[src/ddstw_pkg.sv]
`default_nettype none
package ddstw_pkg;

   localparam int FREQ_BITS       = 26;
   localparam int REFCLK_BITS     = 27;
   localparam int TUNING_BITS     = 32;
   localparam int WORD_FRAME_BITS = 32;
   localparam int CTRL_BITS       = 8;
   localparam int FRAME_BITS      = WORD_FRAME_BITS + CTRL_BITS;
   localparam int POS_BITS        = 6;
   localparam int REQ_TDATA_BITS  = 32;
   localparam int RSP_TDATA_BITS  = 8;

   // one quotient bit per step over the whole shifted dividend
   localparam int DIV_STEPS = FREQ_BITS + TUNING_BITS;
   localparam int CNT_BITS  = $clog2(DIV_STEPS);

   localparam logic [CTRL_BITS-1:0]   CTRL_SQUARE  = 8'h01;
   localparam logic [CTRL_BITS-1:0]   CTRL_SINE    = 8'h00;
   localparam logic [REFCLK_BITS-1:0] REFCLK_RESET = 27'd125000000;
   localparam logic [POS_BITS-1:0]    LAST_POS     = POS_BITS'(FRAME_BITS - 1);

   typedef struct packed {
      logic                   done;
      logic [TUNING_BITS-1:0] quotient;
   } div_result_type;

   // low word of the tuning word (zero padded or truncated), control byte on top
   function automatic logic [FRAME_BITS-1:0] build_frame(
      input logic [TUNING_BITS-1:0] quotient,
      input logic                   square
   );
      logic [63:0]          q_ext;
      logic [CTRL_BITS-1:0] ctrl;
      q_ext = 64'(quotient);
      ctrl  = square ? CTRL_SQUARE : CTRL_SINE;
      return {ctrl, q_ext[WORD_FRAME_BITS-1:0]};
   endfunction

endpackage
`default_nettype wire

[src/ddstw_divider.sv]
`default_nettype none
module ddstw_divider
   import ddstw_pkg::*;
(
   input  wire logic                   clock,
   input  wire logic                   reset,
   input  wire logic                   start,
   input  wire logic [FREQ_BITS-1:0]   dividend,
   input  wire logic [REFCLK_BITS-1:0] divisor,
   output div_result_type              result
);

   logic                   busy_ff, busy_in;
   logic                   done_ff, done_in;
   logic [CNT_BITS-1:0]    count_ff, count_in;
   logic [FREQ_BITS-1:0]   num_ff, num_in;
   logic [REFCLK_BITS-1:0] rem_ff, rem_in;
   logic [TUNING_BITS-1:0] quo_ff, quo_in;

   logic [REFCLK_BITS:0]   trial;
   logic [REFCLK_BITS:0]   diff;
   logic                   fits;

   // shift in the next dividend bit, zeros once the frequency bits are used up
   assign trial = {rem_ff, num_ff[FREQ_BITS-1]};
   assign fits  = trial >= {1'b0, divisor};
   assign diff  = trial - {1'b0, divisor};

   always_comb begin
      busy_in  = busy_ff;
      done_in  = 1'b0;
      count_in = count_ff;
      num_in   = num_ff;
      rem_in   = rem_ff;
      quo_in   = quo_ff;
      if (start) begin
         busy_in  = 1'b1;
         count_in = CNT_BITS'(DIV_STEPS - 1);
         num_in   = dividend;
         rem_in   = '0;
      end else if (busy_ff) begin
         num_in = {num_ff[FREQ_BITS-2:0], 1'b0};
         rem_in = fits ? diff[REFCLK_BITS-1:0] : trial[REFCLK_BITS-1:0];
         quo_in = {quo_ff[TUNING_BITS-2:0], fits};
         if (count_ff == '0) begin
            busy_in = 1'b0;
            done_in = 1'b1;
         end else begin
            count_in = count_ff - 1'b1;
         end
      end
   end

   always_ff @(posedge clock) begin
      if (reset) begin
         busy_ff <= 1'b0;
         done_ff <= 1'b0;
      end else begin
         busy_ff <= busy_in;
         done_ff <= done_in;
      end
      count_ff <= count_in;
      num_ff   <= num_in;
      rem_ff   <= rem_in;
      quo_ff   <= quo_in;
   end

   assign result.done     = done_ff;
   assign result.quotient = quo_ff;

endmodule
`default_nettype wire

[src/ddstw_serializer.sv]
`default_nettype none
module ddstw_serializer
   import ddstw_pkg::*;
(
   input  wire logic                      clock,
   input  wire logic                      reset,
   input  wire logic                      load,
   input  wire logic [FRAME_BITS-1:0]     frame,
   output      logic                      rsp_tvalid,
   input  wire logic                      rsp_tready,
   output      logic [RSP_TDATA_BITS-1:0] rsp_tdata,
   output      logic                      rsp_tlast
);

   logic                  valid_ff, valid_in;
   logic [POS_BITS-1:0]   pos_ff, pos_in;
   logic [FRAME_BITS-1:0] shift_ff, shift_in;
   logic                  last;

   assign last = pos_ff == LAST_POS;

   always_comb begin
      valid_in = valid_ff;
      pos_in   = pos_ff;
      shift_in = shift_ff;
      if (load) begin
         valid_in = 1'b1;
         pos_in   = '0;
         shift_in = frame;
      end else if (valid_ff && rsp_tready) begin
         if (last) begin
            valid_in = 1'b0;
         end else begin
            pos_in   = pos_ff + 1'b1;
            shift_in = {1'b0, shift_ff[FRAME_BITS-1:1]};
         end
      end
   end

   always_ff @(posedge clock) begin
      if (reset) begin
         valid_ff <= 1'b0;
         pos_ff   <= '0;
      end else begin
         valid_ff <= valid_in;
         pos_ff   <= pos_in;
      end
      shift_ff <= shift_in;
   end

   assign rsp_tvalid = valid_ff;
   assign rsp_tdata  = {1'b0, pos_ff, shift_ff[0]};
   assign rsp_tlast  = last;

endmodule
`default_nettype wire

[src/dds_tuning_word_serial_loader_top.sv]
// Flow: once the request beat is accepted, the divider runs its 58 steps, one quotient
//   bit each, and the frame is then loaded into the output register.
// A new request is taken only in idle, after the last of the 40 bit beats is taken;
//   each bit beat can be held back by rsp_tready low.
// Reset: synchronous, active high; clears the sequencer and output valid and sets
//   the reference clock register to 125000000.
`default_nettype none
module dds_tuning_word_serial_loader_top
   import ddstw_pkg::*;
(
   input  wire logic                      clock,
   input  wire logic                      reset,
   // configuration: reference clock in hertz
   input  wire logic                      csr_write_enable,
   input  wire logic [REFCLK_BITS-1:0]    csr_write_data,
   // request channel
   input  wire logic                      req_tvalid,
   output      logic                      req_tready,
   input  wire logic [REQ_TDATA_BITS-1:0] req_tdata,  // [25:0] frequency_hz, [31:26] zero
   input  wire logic                      req_tuser,  // [0] square_select
   // response channel, one beat per serial bit
   output      logic                      rsp_tvalid,
   input  wire logic                      rsp_tready,
   output      logic [RSP_TDATA_BITS-1:0] rsp_tdata,  // [0] serial_bit, [6:1] bit_position,
                                                      // [7] zero
   output      logic                      rsp_tlast   // load_strobe
);

   // one-hot sequencer: wait for a request, run the divider, send the frame
   typedef enum logic [2:0] {
      ST_IDLE   = 3'b001,
      ST_DIVIDE = 3'b010,
      ST_SEND   = 3'b100
   } state_type;

   state_type              state_ff, state_in;
   logic [REFCLK_BITS-1:0] refclk_ff, refclk_in;
   logic                   square_ff, square_in;

   logic                   req_beat;
   logic                   last_beat;
   logic                   load;
   div_result_type         div_result;
   logic [FRAME_BITS-1:0]  frame;

   assign req_tready = state_ff == ST_IDLE;
   assign req_beat   = req_tvalid && req_tready;
   assign last_beat  = rsp_tvalid && rsp_tready && rsp_tlast;

   // hold the reference clock; the user must write it only while the block is idle (not enforced here)
   assign refclk_in = csr_write_enable ? csr_write_data : refclk_ff;

   // hold the waveform select of the accepted request until the frame is built
   assign square_in = req_beat ? req_tuser : square_ff;

   always_comb begin
      state_in = state_ff;
      load     = 1'b0;
      unique case (state_ff)
         ST_IDLE: begin
            if (req_beat) begin
               state_in = ST_DIVIDE;
            end
         end
         ST_DIVIDE: begin
            // divider result is ready: load the frame into the serializer
            if (div_result.done) begin
               load     = 1'b1;
               state_in = ST_SEND;
            end
         end
         ST_SEND: begin
            // drop back to idle once the strobe beat is taken
            if (last_beat) begin
               state_in = ST_IDLE;
            end
         end
         default: begin
            state_in = ST_IDLE;
         end
      endcase
   end

   always_ff @(posedge clock) begin
      if (reset) begin
         state_ff  <= ST_IDLE;
         refclk_ff <= REFCLK_RESET;
      end else begin
         state_ff  <= state_in;
         refclk_ff <= refclk_in;
      end
      square_ff <= square_in;
   end

   // restoring divider: frequency * 2^TUNING_BITS / reference clock
   ddstw_divider u_divider (
      .clock    (clock),
      .reset    (reset),
      .start    (req_beat),
      .dividend (req_tdata[FREQ_BITS-1:0]),
      .divisor  (refclk_ff),
      .result   (div_result)
   );

   // tuning word low byte first, control byte last
   assign frame = build_frame(div_result.quotient, square_ff);

   // LSB-first bit serializer with registered output
   ddstw_serializer u_serializer (
      .clock      (clock),
      .reset      (reset),
      .load       (load),
      .frame      (frame),
      .rsp_tvalid (rsp_tvalid),
      .rsp_tready (rsp_tready),
      .rsp_tdata  (rsp_tdata),
      .rsp_tlast  (rsp_tlast)
   );

endmodule
`default_nettype wire

[config.mk]
export PLATFORM = sky130hd
export DESIGN_NAME = dds_tuning_word_serial_loader_top
export DESIGN_NICKNAME = d
export VERILOG_FILES = /design/src/ddstw_pkg.sv /design/src/ddstw_divider.sv /design/src/ddstw_serializer.sv /design/src/dds_tuning_word_serial_loader_top.sv
export SDC_FILE = /design/constraint.sdc
export NUM_CORES = 1
export LEC_CHECK = 0
export BUFFER_PORTS_ARGS = -buffer_cell sky130_fd_sc_hd__buf_2
export CAP_MARGIN = 20
export CORE_ASPECT_RATIO = 1.75
export CORE_UTILIZATION = 50
export CTS_BUF_LIST = sky130_fd_sc_hd__clkbuf_16
export DETAILED_ROUTE_END_ITERATION = 8
export PLACE_DENSITY = 0.69
export SETUP_SLACK_MARGIN = 0.1
export SLEW_MARGIN = 30
export SYNTH_ARGS = -nofsm -noshare
export SYNTH_HDL_FRONTEND = slang
export SYNTH_SLANG_ARGS = --single-unit
[constraint.sdc]
create_clock -name clock -period 3.2 [get_ports clock]
set_clock_uncertainty 0.2 [all_clocks]
set_input_delay 0.64 -clock clock [delete_from_list [all_inputs] [get_ports clock]]
set_output_delay 0.64 -clock clock [all_outputs]
set_load 0.03 [all_outputs]
==> results of run 1 <==
-- power by group --
group / internal, mW / switching, mW
clock network: 1.11 / 0.918
logic: 0.428 / 0.586
registers: 2.40 / 0.0831
-- synth_stat cells, types with 3 or more instances --
cell | count | area, µm²
and3_1 | 8 | 50.1
nand4_1 | 7 | 43.8
nor2_1 | 51 | 191
nand2b_1 | 5 | 31.3
buf_1 | 4 | 15.0
o31ai_1 | 4 | 30.0
nor2b_1 | 9 | 56.3
inv_1 | 40 | 150
o21a_1 | 4 | 30.0
clkbuf_1 | 29 | 109
and2_1 | 3 | 18.8
dfxtp_1 | 72 | 1440
nand2_1 | 126 | 473
nor3_1 | 10 | 50.1
mux2_2 | 33 | 372
o21bai_1 | 3 | 22.5
ha_1 | 30 | 375
edfxtp_1 | 92 | 2760
xnor2_1 | 18 | 158
buf_6 | 3 | 33.8
a21o_1 | 12 | 90.1
xor2_1 | 12 | 105
nand3_1 | 6 | 30.0
a211oi_1 | 6 | 45.0
o21ai_1 | 5 | 25.0
o211ai_1 | 15 | 113
a21oi_1 | 38 | 190
mux2i_1 | 35 | 350
or3_1 | 3 | 18.8
or2_2 | 4 | 25.0
o21ai_0 | 29 | 145
-- worst register-to-register path, delay by kind of cell (launching register included) --
family / cells / cell delay (ps)
AOI/OAI and AO/OA: 2 / 330
adders and majority gates: 1 / 320
and+or+nand+nor: 5 / 1190
muxes: 1 / 330
DFF: 1 / 330
buffers and inverters: 2 / 230
-- registers in the layout, indices dropped and copies added (netlist names) --
| signal | count |
|---|---|
| u_divider.count_ff | 6 |
| u_serializer.rsp_tvalid | 1 |
| u_serializer.shift_ff | 33 |
| u_divider.quo_ff | 32 |
| square_ff | 1 |
| refclk_ff | 27 |
| u_serializer.pos_ff | 6 |
| u_divider.done_ff | 1 |
| u_divider.rem_ff | 27 |
| state_ff | 3 |
| u_divider.busy_ff | 1 |
| u_divider.num_ff | 26 |
-- path summary, 6_finish.rpt --
kind                          endpoint  depth (start not counted)
setup / recovery   u_divider.rem_ff[0]                         11
hold / removal               square_ff                          1
setup reg to reg   u_divider.rem_ff[0]                         11
hold reg to reg   u_divider.quo_ff[24]                          0
-- kinds of logic (layout without fill, tap and decap cells) --
group / after synthesis / in the layout
AOI/OAI and AO/OA: 143 / 143
xor gates and xnor gates: 30 / 30
adders and majority gates: 31 / 31
buffers and inverters: 82 / 166
DFF: 164 / 164
muxes: 69 / 69
other: 1 / 1
and+or+nand+nor: 246 / 246
-- cell type report --
type / instances / area [µm²] / share of cell area
Sequential cell: 164 / 4200 / 0.457
Multi-Input combinational cell: 520 / 3470 / 0.377
Timing Repair Buffer: 94 / 556 / 0.0604
Clock buffer: 17 / 425 / 0.0462
Tap cell: 186 / 233 / 0.0253
Clock inverter: 15 / 160 / 0.0174
Inverter: 40 / 150 / 0.0163
-- metal layers --
layer | up-vias | GRT usage | wire [µm]
li1 | 2852 | - | -
met5 | - | 0 | 0
met2 | 120 | 0.391 | 9320
met4 | 0 | 0.116 | 689
met3 | 44 | 0.0367 | 505
met1 | 2788 | 0.223 | 6550
-- per-stage QoR --
| stage | cell area [µm²] | instances |
|---|---|---|
| finish | 9200 | 1036 |
| floorplan | 7970 | 766 |
| detailed placement | 8570 | 1004 |
| CTS | 9160 | 1036 |
| global placement | 8570 | 1004 |
| global route | 9200 | 1036 |
-- timing repair --
item | in CTS | in global routing
gates resized for setup | 1 | 8
cloned | 0 | 0
endpoints found under the setup margin | 7 | 15
pin swaps | 0 | 1
==> impl_metrics.ini, run 1 <==
[placement]
place_hpwl_um = 12200
port_buffers = 68
place_ws_ps = 52.0
place_congestion = 0.915

[floorplan]
io_pins = 76
die_y_um = 169
die_area_um2 = 16500
core-area_um2 = 15500
core.rowCount = 60
die_w_um = 97.5
initial_core_util = 0.516

[synth]
synth_area_um2 = 7970
synth_top_family_by_area = simple AND/OR/NAND/NOR gates
syn_area_per_cell_um2 = 10.4
yosys.area_share.simple = 0.138
synth_cells = 766
synth_warnings = 0
synth_ff_type = edfxtp_1
synth-seq-cells = 164
synthArstFlopShare = 0
synth.distinct_cells = 65
synth_compound_area_frac = 0.117
synth_nets = 862
synthMuxAreaShare = 0.0920
yosysSeqAreaShare = 0.527
synth-xor-area-share = 0.0330
synth-edff-count = 92
synth_fa_ha_area_frac = 0.0496

[timing]
finalSetupTns_ps = 0
slew_violations = 0
min_period_ps = 3000
max_freq_ghz = 0.333
finalSetupViolations = 0
finalHoldViolations = 0
finalWorstSetupSlack_ps = 195
worst_slew_margin_rel = 0.366
min_period_over_period = 0.939
worst_pin_slew_ps = 947
timing.hold.ws_ps = 191
rsz0062_at_grt = true

[cts]
cts_setup_buffers = 0
clk_latency_ps = 430
clk_pin_slew_ps = 70
root_buffer = clkbuf_16
cts_buffers = 17
h-tree-depth = 4
cts.sinks = 164
clock_tree.buffer_depth = 2
cts_tree = built
cts.hold.buffers_added = 0

[grt]
track_usage = 0.211
grt_pass1_vias = 6025
grt_antenna_before_repair = 0
grt_pass1_wl_um = 27700
grt_max_degree = 46
grt.overflow.total = 0

[worst_setup_path]
critPathLaunchType = register
critPathRequiredTime_ps = 3350
cp_slowest_stage_delay_ps = 560
arrival_ps = 3150
cp_slowest_cell = or4_1
r2r_setup_slack_ps = 200
path_delay_family = simple AND/OR/NAND/NOR gates
critPathKind = reg -> reg
crit_chain = inv_1 -> ha_1 -> nand4_2 -> or4_1 -> or3_1 -> nand4_1 -> nor3_1 -> o21ai_4 -> buf_6 -> mux2_1 -> o22ai_1
end_kind = register
critical_path.max_fanout = 5
critPathLaunch = refclk_ff[9]
regToRegStartpoint = refclk_ff[9]
crit_buf_inv = 2

[finish]
final_cell_mix = nand2_1 (126), edfxtp_1 (92), dfxtp_1 (72)
insertedDiodeCount = 0
drive_gt1_frac = 0.206
layout_commonest_cell = nand2_1
fillCellCount = 1296
finish.utilization = 0.595
area_growth_pct = 15.4
finalNetCount = 933

[worst_hold_path]
min-delay-start = req_tuser
hold_class = in -> reg

[detailed_routing]
drtIter0Drc = 245
vias = 5804
wl_um = 17100
post_drt_wl_per_cell_um = 16.5
ant_nets = 0
drtPass1Iterations = 6
via_per_inst = 5.60
remaining_drc_errors = 0

[power_and_ir_drop]
leakage_nw = 3.82
max-vdd-ir-drop_mv = 0.329
total_power_mw = 5.52
pwr_density_cell_nw_per_um2 = 600

[job]
maxCapViolations = 0

[run_status]
outcome = finished, final reports clean
Note: power is estimated with default switching activity, not from simulation.
==> run 2: changes to the inputs <==
--- a/config.mk
+++ b/config.mk
@@ -16,4 +16,5 @@
 export SLEW_MARGIN = 30
 export SYNTH_ARGS = -nofsm -noshare
 export SYNTH_HDL_FRONTEND = slang
+export SYNTH_HIERARCHICAL = 1
 export SYNTH_SLANG_ARGS = --single-unit
==> impl_metrics.ini, run 2 <==
[run_status]
outcome = finished, final reports clean

[placement]
place_ws_ps = -10.5
place_hpwl_um = 12200
place_congestion = 0.869
port_buffers = 68

[grt]
grt_antenna_before_repair = 0
gr-usage-met1 = 0.213
grt.overflow.total = 0
track_usage = 0.210
grt_use_met3 = 0.0416
grt_use_met2 = 0.385
grt_pass1_vias = 5954
grt_pass1_wl_um = 28200
grt_max_degree = 46
gr-max-usage-layer = met2

[timing]
slew_violations = 0
min_period_over_period = 0.931
finalWorstSetupSlack_ps = 221
max_freq_ghz = 0.336
min_period_ps = 2980
finalSetupViolations = 0
worst_slew_margin_rel = 0.469
rsz0062_at_grt = false
worst_pin_slew_ps = 796
finalSetupTns_ps = 0
finalHoldViolations = 0

[synth]
synth-seq-cells = 171
synth_cells = 740
synth_warnings = 6
synth_ff_type = edfxtp_1
yosysMostFrequentCell = edfxtp_1
synth-edff-count = 99
netlist.area_leader.share = 0.356
synth.distinct_cells = 67
synth.top_cells.by_count = edfxtp_1 (99), nor2_1 (74), dfxtp_1 (72), mux2_2 (67), inv_1 (42)
synth_top_area_cell = edfxtp_1
syn_area_per_cell_um2 = 11.3
yosysSeqAreaShare = 0.528
synthTopCellsByArea = edfxtp_1 (36%), dfxtp_1 (17%), mux2_2 (9.0%)
synth_area_um2 = 8360
synthArstFlopShare = 0

[worst_setup_path]
critPathLaunchType = register
arrival_ps = 3100
path_delay_family = compound AO/OA/AOI/OAI gates
end_kind = register
critical_path.max_fanout = 25
critPathKind = reg -> reg
cp_slowest_stage_delay_ps = 370
crit_chain = inv_1 -> ha_2 -> fa_2 -> nor2b_2 -> o2111ai_2 -> nand3_1 -> a21oi_2 -> a211oi_2 -> a2111oi_4 -> buf_6 -> buf_8 -> nor2b_1 -> mux2i_1 -> a311oi_1
cp_slowest_cell = edfxtp_1
crit_buf_inv = 3
critPathRequiredTime_ps = 3320

[detailed_routing]
post_drt_wl_per_cell_um = 16.4
vias = 5793
remaining_drc_errors = 0
ant_nets = 0
wl_um = 17400
drtIter0Drc = 197
drtPass1Iterations = 4
via_per_inst = 5.44

[worst_hold_path]
hold_class = in -> reg

[finish]
final_cell_mix = edfxtp_1 (99), nor2_1 (74), dfxtp_1 (70)
area_growth_pct = 17.4
finalNetCount = 925
layout_commonest_cell = edfxtp_1
largest_reg_flops = 40
largestRegisters = u_serializer/shift_ff (40), u_divider/quo_ff (32)
regMostFlops = u_serializer/shift_ff
insertedDiodeCount = 0
drive_gt1_frac = 0.281

[floorplan]
core.rowCount = 62
core-area_um2 = 16400
die_w_um = 99.7
initial_core_util = 0.511
die_y_um = 173
die_area_um2 = 17300
io_pins = 76

[cts]
h-tree-depth = 4
cts.sinks = 171
root_buffer = clkbuf_16
clk_pin_slew_ps = 60
clk_latency_ps = 420
cts_buffers = 17
cts_tree = built
clock_tree.buffer_depth = 2

[power_and_ir_drop]
total_power_mw = 6.17
leakage_nw = 3.92
pwr_density_cell_nw_per_um2 = 629
max-vdd-ir-drop_mv = 0.361

[job]
maxCapViolations = 0
==> run 2: cell types whose count changed after synthesis, sizes merged, moves of 13 or more <==
cell,change
a211o,+13
mux2,+34
nand2,-95
nor2,+23
o211ai,-14
o21ai,-18
==> run 2: worst register-to-register path, cell delays in order (launching register included) <==
cell and delay, ps:
edfxtp_1 370, inv_1 60, ha_2 180, fa_2 350, nor2b_2 170, o2111ai_2 170
nand3_1 140, a21oi_2 80, a211oi_2 300, a2111oi_4 60, buf_6 160, buf_8 160
nor2b_1 120, mux2i_1 70, a311oi_1 290
==> run 2: cell type report <==
cell class	instances	area (µm²)
Clock buffer	17	425
Sequential cell	171	4420
Clock inverter	14	171
Fill cell	1401	6560
Timing Repair Buffer	100	604
Tap cell	224	280
Multi-Input combinational cell	496	3750
Inverter	43	164
==> run 2: kinds of logic after synthesis <==
logic type	synth area share
buffers and inverters	0.0406
AOI/OAI and AO/OA	0.127
muxes	0.122
and+or+nand+nor	0.110
DFF	0.528
xor gates and xnor gates	0.0241
other	0.000899
adders and majority gates	0.0473
==> run 2: routing by layer <==
| layer | routed length, µm | vias to the layer above |
|---|---|---|
| li1 | - | 2854 |
| met1 | 6620 | 2811 |
| met2 | 9650 | 92 |
| met3 | 418 | 36 |
| met4 | 731 | 0 |
| met5 | 0 | - |
==> run 2: worst paths after layout <==
path / slack [ps] / end / cells past startpoint / from
worst min register to register: 250 / u_divider/quo_ff[14] / 0 / u_divider/quo_ff[13]
worst max register to register: 220 / u_divider/rem_ff[26] / 14 / u_divider/num_ff[25]
worst min-delay path: 200 / square_ff / 1 / req_tuser
worst max-delay path: 220 / u_divider/rem_ff[26] / 14 / u_divider/num_ff[25]
==> run 2: where the power goes <==
group          switching, mW  internal (mW)  total [mW]
Sequential             0.111           2.52        2.63
Clock                  0.845           1.23        2.07
Combinational          0.800          0.664        1.46
Total                   1.76           4.41        6.17
==> run 2: stage by stage <==
step                hold WS (ps)  area, µm²   util  instances
floorplan                    220       8390      -        746
global route                 178       9810  0.600       1065
global placement             228       9070  0.554       1031
detailed placement           233       9070  0.554       1031
CTS                          176       9740  0.595       1064
finish                       199       9810  0.600       1065
==> run 2: repair_timing <==
action | in CTS | in global routing
setup buffers | 2 | 1
resized for setup | 11 | 20
endpoints found under the setup margin | 16 | 24
pin swaps | 6 | 11
gates cloned | 0 | 0
hold buffers | 0 | 0
